### src/rtl/ttrc_pkg.sv
package ttrc_pkg;

    localparam int TERM_W  = 16;
    localparam int INDEX_W = 8;
    localparam int BYTE_W  = 8;

    // Recurrence constants
    localparam logic [BYTE_W-1:0]  FIRST_OFFSET = 8'd7;
    localparam logic [11:0]        ALPHA_MUL    = 12'd17;
    localparam logic [12:0]        BETA_MUL     = 13'd31;
    localparam logic [TERM_W-1:0]  MODULUS      = 16'hFFFF;

    // Reset values of the recurrence state
    localparam logic [TERM_W-1:0]  OLDER_RESET  = 16'd1;
    localparam logic [TERM_W-1:0]  NEWER_RESET  = 16'd1;
    localparam logic [INDEX_W-1:0] INDEX_RESET  = 8'd0;

    typedef struct packed {
        logic [TERM_W-1:0]  older_term;
        logic [TERM_W-1:0]  newer_term;
        logic [INDEX_W-1:0] byte_index;
    } ttrc_state_t;

    // x mod 65535 by two end-around folds; result 0..65534
    function automatic logic [TERM_W-1:0] mod_fold(input logic [31:0] x);
        logic [TERM_W:0] s1;
        logic [TERM_W:0] s2;
        s1 = {1'b0, x[31:16]} + {1'b0, x[15:0]};
        s2 = {{TERM_W{1'b0}}, s1[TERM_W]} + {1'b0, s1[TERM_W-1:0]};
        if (s2[TERM_W-1:0] == MODULUS) begin
            mod_fold = '0;
        end else begin
            mod_fold = s2[TERM_W-1:0];
        end
    endfunction

endpackage

### src/rtl/three_term_recurrence_checksum_unit.sv
// Channel  | Dir | Ports                                        | Request
// ---------+-----+----------------------------------------------+------------------------
// input    | in  | s_valid s_ready s_data_byte s_first_byte      | one message byte
//          |     | s_last_byte                                  |
// result   | out | m_valid m_ready m_running_checksum m_is_final | checksum after the byte
//
// One byte per cycle sustained while m_ready holds; each byte passes the input register, then the result register.
// The rate is set by the recurrence loop: multiply, subtract and mod-65535 fold are combinational.
// aresetn (synchronous, active low) sets older = newer = 1, index = 0 and empties both stages.
// A stalled result holds the output register; the input register still takes one request
// while it is empty, so at most two requests wait before s_ready drops.
module three_term_recurrence_checksum_unit (
    input  logic                          aclk,
    input  logic                          aresetn,
    input  logic                          s_valid,
    output logic                          s_ready,
    input  logic [ttrc_pkg::BYTE_W-1:0]   s_data_byte,
    input  logic                          s_first_byte,
    input  logic                          s_last_byte,
    output logic                          m_valid,
    input  logic                          m_ready,
    output logic [ttrc_pkg::TERM_W-1:0]   m_running_checksum,
    output logic                          m_is_final
);

    logic                        s1_valid_reg;
    logic [ttrc_pkg::BYTE_W-1:0] s1_byte_reg;
    logic                        s1_first_reg;
    logic                        s1_last_reg;

    ttrc_pkg::ttrc_state_t       state_reg;
    ttrc_pkg::ttrc_state_t       state_next;

    logic                        m_valid_reg;
    logic [ttrc_pkg::TERM_W-1:0] m_sum_reg;
    logic                        m_final_reg;

    logic                        out_free;
    logic                        advance;
    logic                        in_take;

    assign out_free = !m_valid_reg || m_ready;
    assign advance  = s1_valid_reg && out_free;
    assign s_ready  = !s1_valid_reg || out_free;
    assign in_take  = s_valid && s_ready;

    ttrc_step u_step (
        .data_byte  (s1_byte_reg),
        .first_byte (s1_first_reg),
        .cur_state  (state_reg),
        .nxt_state  (state_next)
    );

    // Input register
    always_ff @(posedge aclk) begin
        if (!aresetn) begin
            s1_valid_reg <= 1'b0;
        end else if (s_ready) begin
            s1_valid_reg <= s_valid;
        end
    end

    always_ff @(posedge aclk) begin
        if (in_take) begin
            s1_byte_reg  <= s_data_byte;
            s1_first_reg <= s_first_byte;
            s1_last_reg  <= s_last_byte;
        end
    end

    // Recurrence state
    always_ff @(posedge aclk) begin
        if (!aresetn) begin
            state_reg.older_term <= ttrc_pkg::OLDER_RESET;
            state_reg.newer_term <= ttrc_pkg::NEWER_RESET;
            state_reg.byte_index <= ttrc_pkg::INDEX_RESET;
        end else if (advance) begin
            state_reg <= state_next;
        end
    end

    // Result register
    always_ff @(posedge aclk) begin
        if (!aresetn) begin
            m_valid_reg <= 1'b0;
        end else if (out_free) begin
            m_valid_reg <= s1_valid_reg;
        end
    end

    always_ff @(posedge aclk) begin
        if (advance) begin
            m_sum_reg   <= state_next.newer_term;
            m_final_reg <= s1_last_reg;
        end
    end

    assign m_valid            = m_valid_reg;
    assign m_running_checksum = m_sum_reg;
    assign m_is_final         = m_final_reg;

    // Checks
    a_restart: assert property (@(posedge aclk) disable iff (!aresetn)
        (advance && s1_first_reg) |=>
            (state_reg.byte_index == 8'd1 && state_reg.older_term == ttrc_pkg::OLDER_RESET))
        else $error("restart did not reload recurrence state");

    a_sum_range: assert property (@(posedge aclk) disable iff (!aresetn)
        m_valid_reg |-> (m_sum_reg != ttrc_pkg::MODULUS))
        else $error("checksum out of range");

    a_no_overrun: assert property (@(posedge aclk) disable iff (!aresetn)
        (m_valid_reg && !m_ready && s1_valid_reg) |-> !s_ready)
        else $error("input accepted with both stages full");

    a_advance_out: assert property (@(posedge aclk) disable iff (!aresetn)
        advance |=> m_valid_reg)
        else $error("advanced byte lost before result register");

endmodule

### src/rtl/ttrc_step.sv
// One recurrence step: next state from the current state and one byte.
module ttrc_step (
    input  logic [ttrc_pkg::BYTE_W-1:0] data_byte,
    input  logic                        first_byte,
    input  ttrc_pkg::ttrc_state_t       cur_state,
    output ttrc_pkg::ttrc_state_t       nxt_state
);

    logic [11:0] alpha_full;
    logic [12:0] beta_full;
    logic [7:0]  alpha;
    logic [7:0]  beta;
    logic [8:0]  coef;
    logic [24:0] pos;
    logic [23:0] neg;
    logic [24:0] diff_pos;
    logic [23:0] diff_neg;
    logic [15:0] rem_neg;
    logic [15:0] term;

    // Index-dependent coefficients, reduced mod 256
    assign alpha_full = {4'b0, cur_state.byte_index} * ttrc_pkg::ALPHA_MUL;
    assign beta_full  = {5'b0, cur_state.byte_index} * ttrc_pkg::BETA_MUL;
    assign alpha      = alpha_full[7:0];
    assign beta       = beta_full[7:0];
    assign coef       = {1'b0, data_byte} + {1'b0, alpha};

    // Two products, both well under 32 bits
    assign pos = {16'b0, coef} * {9'b0, cur_state.newer_term};
    assign neg = {16'b0, beta} * {8'b0, cur_state.older_term};

    // Negative difference folds as (d + 1) mod 65535
    assign diff_pos = pos - {1'b0, neg};
    assign diff_neg = neg - pos[23:0] - 24'd1;
    assign rem_neg  = ttrc_pkg::mod_fold({8'b0, diff_neg});

    always_comb begin
        if (pos >= {1'b0, neg}) begin
            term = ttrc_pkg::mod_fold({7'b0, diff_pos});
        end else if (rem_neg == '0) begin
            term = '0;
        end else begin
            term = ttrc_pkg::MODULUS - rem_neg;
        end
    end

    // Restart or shift the terms
    always_comb begin
        if (first_byte) begin
            nxt_state.older_term = ttrc_pkg::OLDER_RESET;
            nxt_state.newer_term = {8'b0, data_byte} + {8'b0, ttrc_pkg::FIRST_OFFSET};
            nxt_state.byte_index = 8'd1;
        end else begin
            nxt_state.older_term = cur_state.newer_term;
            nxt_state.newer_term = term;
            nxt_state.byte_index = cur_state.byte_index + 8'd1;
        end
    end

endmodule

### config.mk
export PLATFORM = sky130hd
export DESIGN_NAME = three_term_recurrence_checksum_unit
export DESIGN_NICKNAME = d
export VERILOG_FILES = /design/src/rtl/ttrc_pkg.sv /design/src/rtl/three_term_recurrence_checksum_unit.sv /design/src/rtl/ttrc_step.sv
export SDC_FILE = /design/constraint.sdc
export NUM_CORES = 1
export LEC_CHECK = 0
export BUFFER_PORTS_ARGS = -buffer_cell sky130_fd_sc_hd__buf_2
export CORE_ASPECT_RATIO = 1.25
export CORE_UTILIZATION = 50
export DETAILED_ROUTE_END_ITERATION = 7
export HOLD_SLACK_MARGIN = 0.02
export PLACE_DENSITY_LB_ADDON = 0.15
export SKIP_CTS_REPAIR_TIMING = 1
export SLEW_MARGIN = 20
export SYNTH_ARGS = -nofsm -noshare
export SYNTH_HDL_FRONTEND = slang
export SYNTH_SLANG_ARGS = --single-unit
### constraint.sdc
create_clock -name aclk -period 16.2 [get_ports aclk]
set_input_delay 0.81 -clock aclk [delete_from_list [all_inputs] [get_ports aclk]]
set_output_delay 0.81 -clock aclk [all_outputs]
set_load 0.02 [all_outputs]
==> reports/metrics.csv, run 1 <==
metric;value;unit
status;finished, violations left;
violated checks;design-rule violations;
critical path arrival;14.48;ns
Synth Cell Area;0.0169;mm²
CTS Buf Count;9;
Startpoint Class;flop;
Detailed Route Iter0 Violations;976;
met2 GRT Util;48.7;%
slew margin rel.;39.7;%
fill cell count;3129;
total track usage;27.5;%
worst slew pin tran;0.900;ns
worst skew pair latency;0.35;ns
CP endpoint kind;flop;
vias in the first global route;13758;
routability cong.;0.969;
global routing's busiest layer;met2;
# diodes;0;
via density per instance;5.79;
syn_area_per_cell;8.34;µm²
htree depth;3;
DR pass1 iterations;8;
Core Area;0.0330;mm²
worst hold slack;0.448;ns
Most common cell on crit path;fa_1;
chip height;208;µm
Top-Level Pins;33;
Worst Path Max Fanout;16;
commonest cells after routing, fill and taps aside;inv_1 (308), nand2_1 (229), fa_1 (198);
met3 Track Usage GR;2.35;%
die width;166;µm
Slew Viols, Final;0;
Rows;74;
CTS Sinks;69;
Max clock buf depth;2;
root buf cell;clkbuf_16;
number of flip-flops in the largest register;40;
WL per Instance;19.4;µm
fraction of registers with async set/reset;0;%
final setup vio count;0;
max cap viols;0;
syn nets;2422;
Area Growth Syn to Fin;4.23;%
largest net degree at the start of global routing;39;
Vias;14072;
Peak Freq;0.0694;GHz
synth unique cells;106;
initial antenna violation count;3;
IO buf count;32;
Worst-path clk slew;0.05;ns
fin crit share;88.9;%
post-route DRC violation count;1;
worst setup margin;1.79;ns
setup_tns;0;ns
commonest non-fill, non-tap cell in the layout;inv_1;
Post-synth top flop;dfxtp_1;
WP data required;16.28;ns
RSZ-0062 raised after global routing;false;
dpl hpwl;39.1;mm
nets@finish;2401;
clk_skew;0.00759;ns
sequential area share after synthesis;9.77;%
Slowest-stage cell, CP;dfxtp_1;
Final Hold Violating Endpoints;0;
die area;0.0346;mm²
CTS tree;yes;
#FFs+latches synth;69;
Final min period;14.41;ns
share of cells above drive strength 1;5.77;%
Routed WL;47.2;mm
dpl ws;1.88;ns
met1 GRT Util;35.0;%
grt total ovfl;0;
number of flops mapped to enable cells by yosys;27;
Synth Instances;2027;
starting density of the core;51.3;%
global-route wire length before repair;74.4;mm
synth warn;0;
hold crit path type;reg2reg;
Worst path max stage delay;0.55;ns
antenna-violating nets left;0;
worst setup path class;reg2reg;
## layer usage
metal  up-vias  part of all wire, %
li1       6642                    -
met1      6930                   42
met2       413                   50
met3        85                  4.6
met4         2                  3.2
met5         -                0.040
## cells in the mapped netlist (all sizes together) (42+ instances only)
cell,number,area share (%)
a21o,44,2.0
clkbuf,59,1.3
ha,183,14
nand2,229,5.1
o21ai,53,1.6
fa,198,23
xnor2,100,5.3
nor2,76,1.7
dfxtp,42,5.0
a21oi,107,3.2
inv,309,6.9
nand3,50,1.5
and2,136,5.0
xor2,48,2.5
## critical path, delay by kind of cell, from the launching register on
| family | cells | cell delay (ns) |
|---|---|---|
| flip-flops | 1 | 0.55 |
| AND/OR/NAND/NOR | 10 | 2.24 |
| buffers and inverters | 6 | 0.52 |
| XOR/XNOR | 3 | 0.45 |
| multiplexers | 1 | 0.12 |
| AO/OA/AOI/OAI | 21 | 4.80 |
| adder cells (fa/ha/maj) | 12 | 5.42 |
## worst paths after layout
check / from / to / slack [ns] / cells after the start
setup reg to reg: state_reg[1] / m_running_checksum[7] / 1.79 / 53
hold reg to reg: s1_last_reg / m_is_final / 0.45 / 0
setup / recovery: state_reg[1] / m_running_checksum[7] / 1.79 / 53
hold / removal: s1_last_reg / m_is_final / 0.45 / 0
## kinds of logic (layout without fill, tap and decap cells)
family / after synthesis / in the layout / share of synthesized area [%]
fa+ha+maj: 381 / 381 / 37.0
compound gates: 374 / 374 / 16.0
flops: 69 / 69 / 9.77
simple gates: 657 / 657 / 19.9
buf+inv: 389 / 373 / 8.93
xor+xnor: 148 / 148 / 7.75
mux: 9 / 9 / 0.570
## layout make-up
cell class / count / area, µm² / area share [%]
multi-input cells: 1569 / 13800 / 78.0
clock inverters: 5 / 26.3 / 0.149
well taps: 418 / 523 / 2.97
flip-flops and latches: 69 / 1650 / 9.37
clock buffers: 11 / 233 / 1.32
inverters: 310 / 1160 / 6.60
repair buffers: 47 / 273 / 1.55
## through the flow
step / cell area (µm²) / instances / utilization [%]
after floorplan: 16900 / 2027 / -
after global placement: 17400 / 2413 / 52.7
after detailed placement: 17400 / 2413 / 52.7
after CTS: 17600 / 2429 / 53.5
after global routing: 17600 / 2429 / 53.5
final: 17600 / 2429 / 53.5
Power of run 1 is left out: the tool's default activity adds up to more than one toggle a clock period on the data nets, which glitch-free logic cannot reach.
==> run 2, diff against run 1 <==
--- a/config.mk
+++ b/config.mk
@@ -6,6 +6,8 @@
 export NUM_CORES = 1
 export LEC_CHECK = 0
 export BUFFER_PORTS_ARGS = -buffer_cell sky130_fd_sc_hd__buf_2
+export CELL_PAD_IN_SITES_DETAIL_PLACEMENT = 0
+export CELL_PAD_IN_SITES_GLOBAL_PLACEMENT = 1
 export CORE_ASPECT_RATIO = 1.25
 export CORE_UTILIZATION = 50
 export DETAILED_ROUTE_END_ITERATION = 7
==> reports/metrics.csv, run 2 (same netlist as run 1, synthesis figures left out) <==
metric;value;unit
status;complete, no violations;
die width;166;µm
# placed instances;2409;
Top delay family on crit path;compound AO/OA/AOI/OAI gates;
WP data required;16.29;ns
chip height;208;µm
largest net degree at the start of global routing;53;
final setup vio count;0;
Vias;14111;
DR pass1 iterations;5;
number of cells on the critical path;54;
CTS tree;yes;
hold crit path type;reg2reg;
IO buf count;32;
via density per instance;5.82;
Routed WL;48.8;mm
Min-Delay Path Depth;0;
starting density of the core;51.3;%
initial antenna violation count;0;
fin crit share;90.8;%
fill cell count;3166;
Slew Viols, Final;0;
RSZ-0062 raised after global routing;false;
worst skew pair latency;0.36;ns
Worst path max stage delay;0.63;ns
commonest cells after routing, fill and taps aside;inv_1 (308), nand2_1 (229), fa_1 (198);
Final min period;14.72;ns
htree depth;3;
Slowest-stage cell, CP;a221oi_1;
WL per Instance;20.1;µm
Rows;74;
worst setup path class;reg2reg;
# diodes;0;
dpl hpwl;40.2;mm
CTS Buf Count;9;
setup_tns;0;ns
R2R depth;54;
Core Area;0.0330;mm²
routability cong.;0.936;
grt total ovfl;0;
Most common cell on crit path;fa_1;
CTS Sinks;69;
Area Growth Syn to Fin;4.34;%
Worst-path clk slew;0.06;ns
Max clock buf depth;2;
post-route DRC violation count;0;
max cap viols;0;
worst slew pin tran;0.979;ns
global-route wire length before repair;77.5;mm
Peak Freq;0.0679;GHz
Startpoint Class;flop;
CP endpoint kind;flop;
root buf cell;clkbuf_16;
share of cells above drive strength 1;5.78;%
vias in the first global route;14287;
antenna-violating nets left;0;
Top-Level Pins;33;
Non-Filler Instances;2425;
commonest non-fill, non-tap cell in the layout;inv_1;
critical path arrival;14.81;ns
total track usage;28.9;%
Detailed Route Iter0 Violations;854;
slew margin rel.;34.7;%
die area;0.0346;mm²
nets@finish;2397;
number of flip-flops in the largest register;40;
Worst Path Max Fanout;16;
Buf/Inv on CP;6;
clk_skew;0.00775;ns
Final Hold Violating Endpoints;0;
## run 2: worst paths after layout
check                     from                     to  slack (ns)
hold / removal     s1_last_reg             m_is_final        0.41
hold reg to reg    s1_last_reg             m_is_final        0.41
setup reg to reg  state_reg[1]  m_running_checksum[0]        1.48
setup / recovery  state_reg[1]  m_running_checksum[0]        1.48
## run 2: stage by stage
step / hold WS [ns] / utilization (%) / instance area, µm² / worst slack [ns]
after global routing: 0.430 / 53.5 / 17600 / 0.600
after floorplan: 0.400 / - / 16900 / 3.15
after CTS: 0.419 / 53.5 / 17600 / 1.62
after global placement: 0.401 / 52.7 / 17400 / 1.99
final: 0.415 / 53.5 / 17600 / 1.48
after detailed placement: 0.411 / 52.7 / 17400 / 1.67
## run 2: area by class of cell
class                      instances  area [µm²]  area share [%]
clock buffer                      13         260            1.47
clock inverter                     3        17.5          0.0993
inverter                         310        1160            6.59
multi-input combinational       1569       13800            78.1
sequential                        69        1650            9.36
tap                              418         523            2.96
timing repair buffer              43         243            1.38
## run 2: routing by layer
layer / up-vias / global-route usage [%] / wire length [µm]
li1: 6636 / - / -
met1: 7008 / 36.0 / 20300
met2: 384 / 51.4 / 24700
met3: 83 / 1.96 / 1900
met4: 0 / 12.2 / 1860
met5: - / 0 / 0
Power of run 2 is left out for the same reason.
==> run 3, diff against run 2 <==
==> constraint.sdc (replaced) <==
create_clock -name aclk -period 16.1 [get_ports aclk]
set_input_delay 0.805 -clock aclk [delete_from_list [all_inputs] [get_ports aclk]]
set_output_delay 0.805 -clock aclk [all_outputs]
set_load 0.01 [all_outputs]
==> reports/metrics.csv, run 3 (same netlist as run 1, synthesis figures left out) <==
metric;value;unit
status;complete, no violations;
top layer in use;met4;
CTS tree;yes;
routability cong.;0.940;
max cap viols;0;
area post-placement;0.0174;mm²
via density per instance;5.77;
met2 wire length;23.9;mm
Worst Path Max Fanout;16;
initial antenna violation count;0;
Slowest-stage cell, CP;nor4_4;
flop2flop setup slack;1.59;ns
dpl hpwl;40.2;mm
Most common cell on crit path;fa_1;
Area Growth Syn to Fin;4.57;%
vias in the first global route;14108;
CTS Sinks;69;
chip height;208;µm
worst r2r dst;m_running_checksum[0];
clk_skew;0.00968;ns
largest net degree at the start of global routing;50;
Worst path max stage delay;0.57;ns
CP endpoint kind;flop;
# diodes;0;
R2R depth;54;
dpl ws;1.60;ns
CTS Buf Count;9;
RSZ-0062 raised after global routing;false;
die area;0.0346;mm²
global-route wire length before repair;76.4;mm
Vias;13982;
Crit. Startpoint;state_reg[1];
WHS Endpoint;m_is_final;
Detailed Route Iter0 Violations;739;
grt total ovfl;0;
critical path arrival;14.59;ns
Final min period;14.51;ns
IO buf count;32;
Worst-path clk slew;0.06;ns
worst slew pin tran;1.00;ns
post-layout util;53.6;%
commonest cells after routing, fill and taps aside;inv_1 (308), nand2_1 (229), fa_1 (198);
worst setup path class;reg2reg;
r2r startpoint;state_reg[1];
Final Hold Violating Endpoints;0;
final setup vio count;0;
worst setup margin;1.59;ns
number of flip-flops in the largest register;40;
nets@finish;2397;
Peak Freq;0.0689;GHz
WL per Instance;20.0;µm
Rows;74;
Startpoint Class;flop;
Max clock buf depth;2;
final instance area;0.0177;mm²
Top-Level Pins;33;
die width;166;µm
total track usage;28.7;%
hold crit path type;reg2reg;
Routed WL;48.5;mm
root buf cell;clkbuf_16;
post-route DRC violation count;0;
WL met3;2.07;mm
routed length on met1;20.0;mm
fin crit share;90.1;%
DR pass1 iterations;6;
htree depth;3;
commonest non-fill, non-tap cell in the layout;inv_1;
share of cells above drive strength 1;5.78;%
WP data required;16.18;ns
Min-Delay Path Depth;0;
worst hold start;s1_last_reg;
starting density of the core;51.3;%
slew margin rel.;33.0;%
Slew Viols, Final;0;
Core Area;0.0330;mm²
setup_tns;0;ns
worst skew pair latency;0.35;ns
antenna-violating nets left;0;
[run 3: area by class of cell]
cell class	count	area [µm²]
clock buffers	15	310
clock inverters	1	6.26
fillers	3135	15300
inverters	310	1160
multi-input cells	1569	13800
flip-flops and latches	69	1650
well taps	418	523
repair buffers	43	243
[run 3: metal layers]
layer | up-vias | track usage [%]
li1 | 6627 | -
met5 | - | 0
met4 | 0 | 15.4
met2 | 368 | 49.9
met1 | 6880 | 34.5
met3 | 107 | 3.28
[run 3: critical path: cells and delay by family, from the launching register on]
kind,cells,cell delay (ns)
AO/OA/AOI/OAI,21,5.20
AND/OR/NAND/NOR,12,2.19
XOR/XNOR,3,0.41
flip-flops,1,0.55
adder cells (fa/ha/maj),12,5.31
buffers and inverters,6,0.55
[run 3: stage by stage]
| stage | std cells | hold WS, ns |
|---|---|---|
| global placement | 2409 | 0.402 |
| CTS | 2425 | 0.435 |
| detailed placement | 2409 | 0.422 |
| global route | 2425 | 0.441 |
| floorplan | 2027 | 0.400 |
| finish | 2425 | 0.428 |
[run 3: worst max path at each step]
stage	depth (start not counted)	to	slack, ns
2_1_floorplan	54	m_running_checksum[0]	3.05
3_3_place_gp	54	m_running_checksum[1]	1.87
3_5_place_dp	54	m_running_checksum[1]	1.60
4_1_cts	54	m_running_checksum[1]	1.55
5_1_grt	54	m_running_checksum[1]	0.63
6_report	54	m_running_checksum[0]	1.59
Power of run 3 is left out for the same reason.
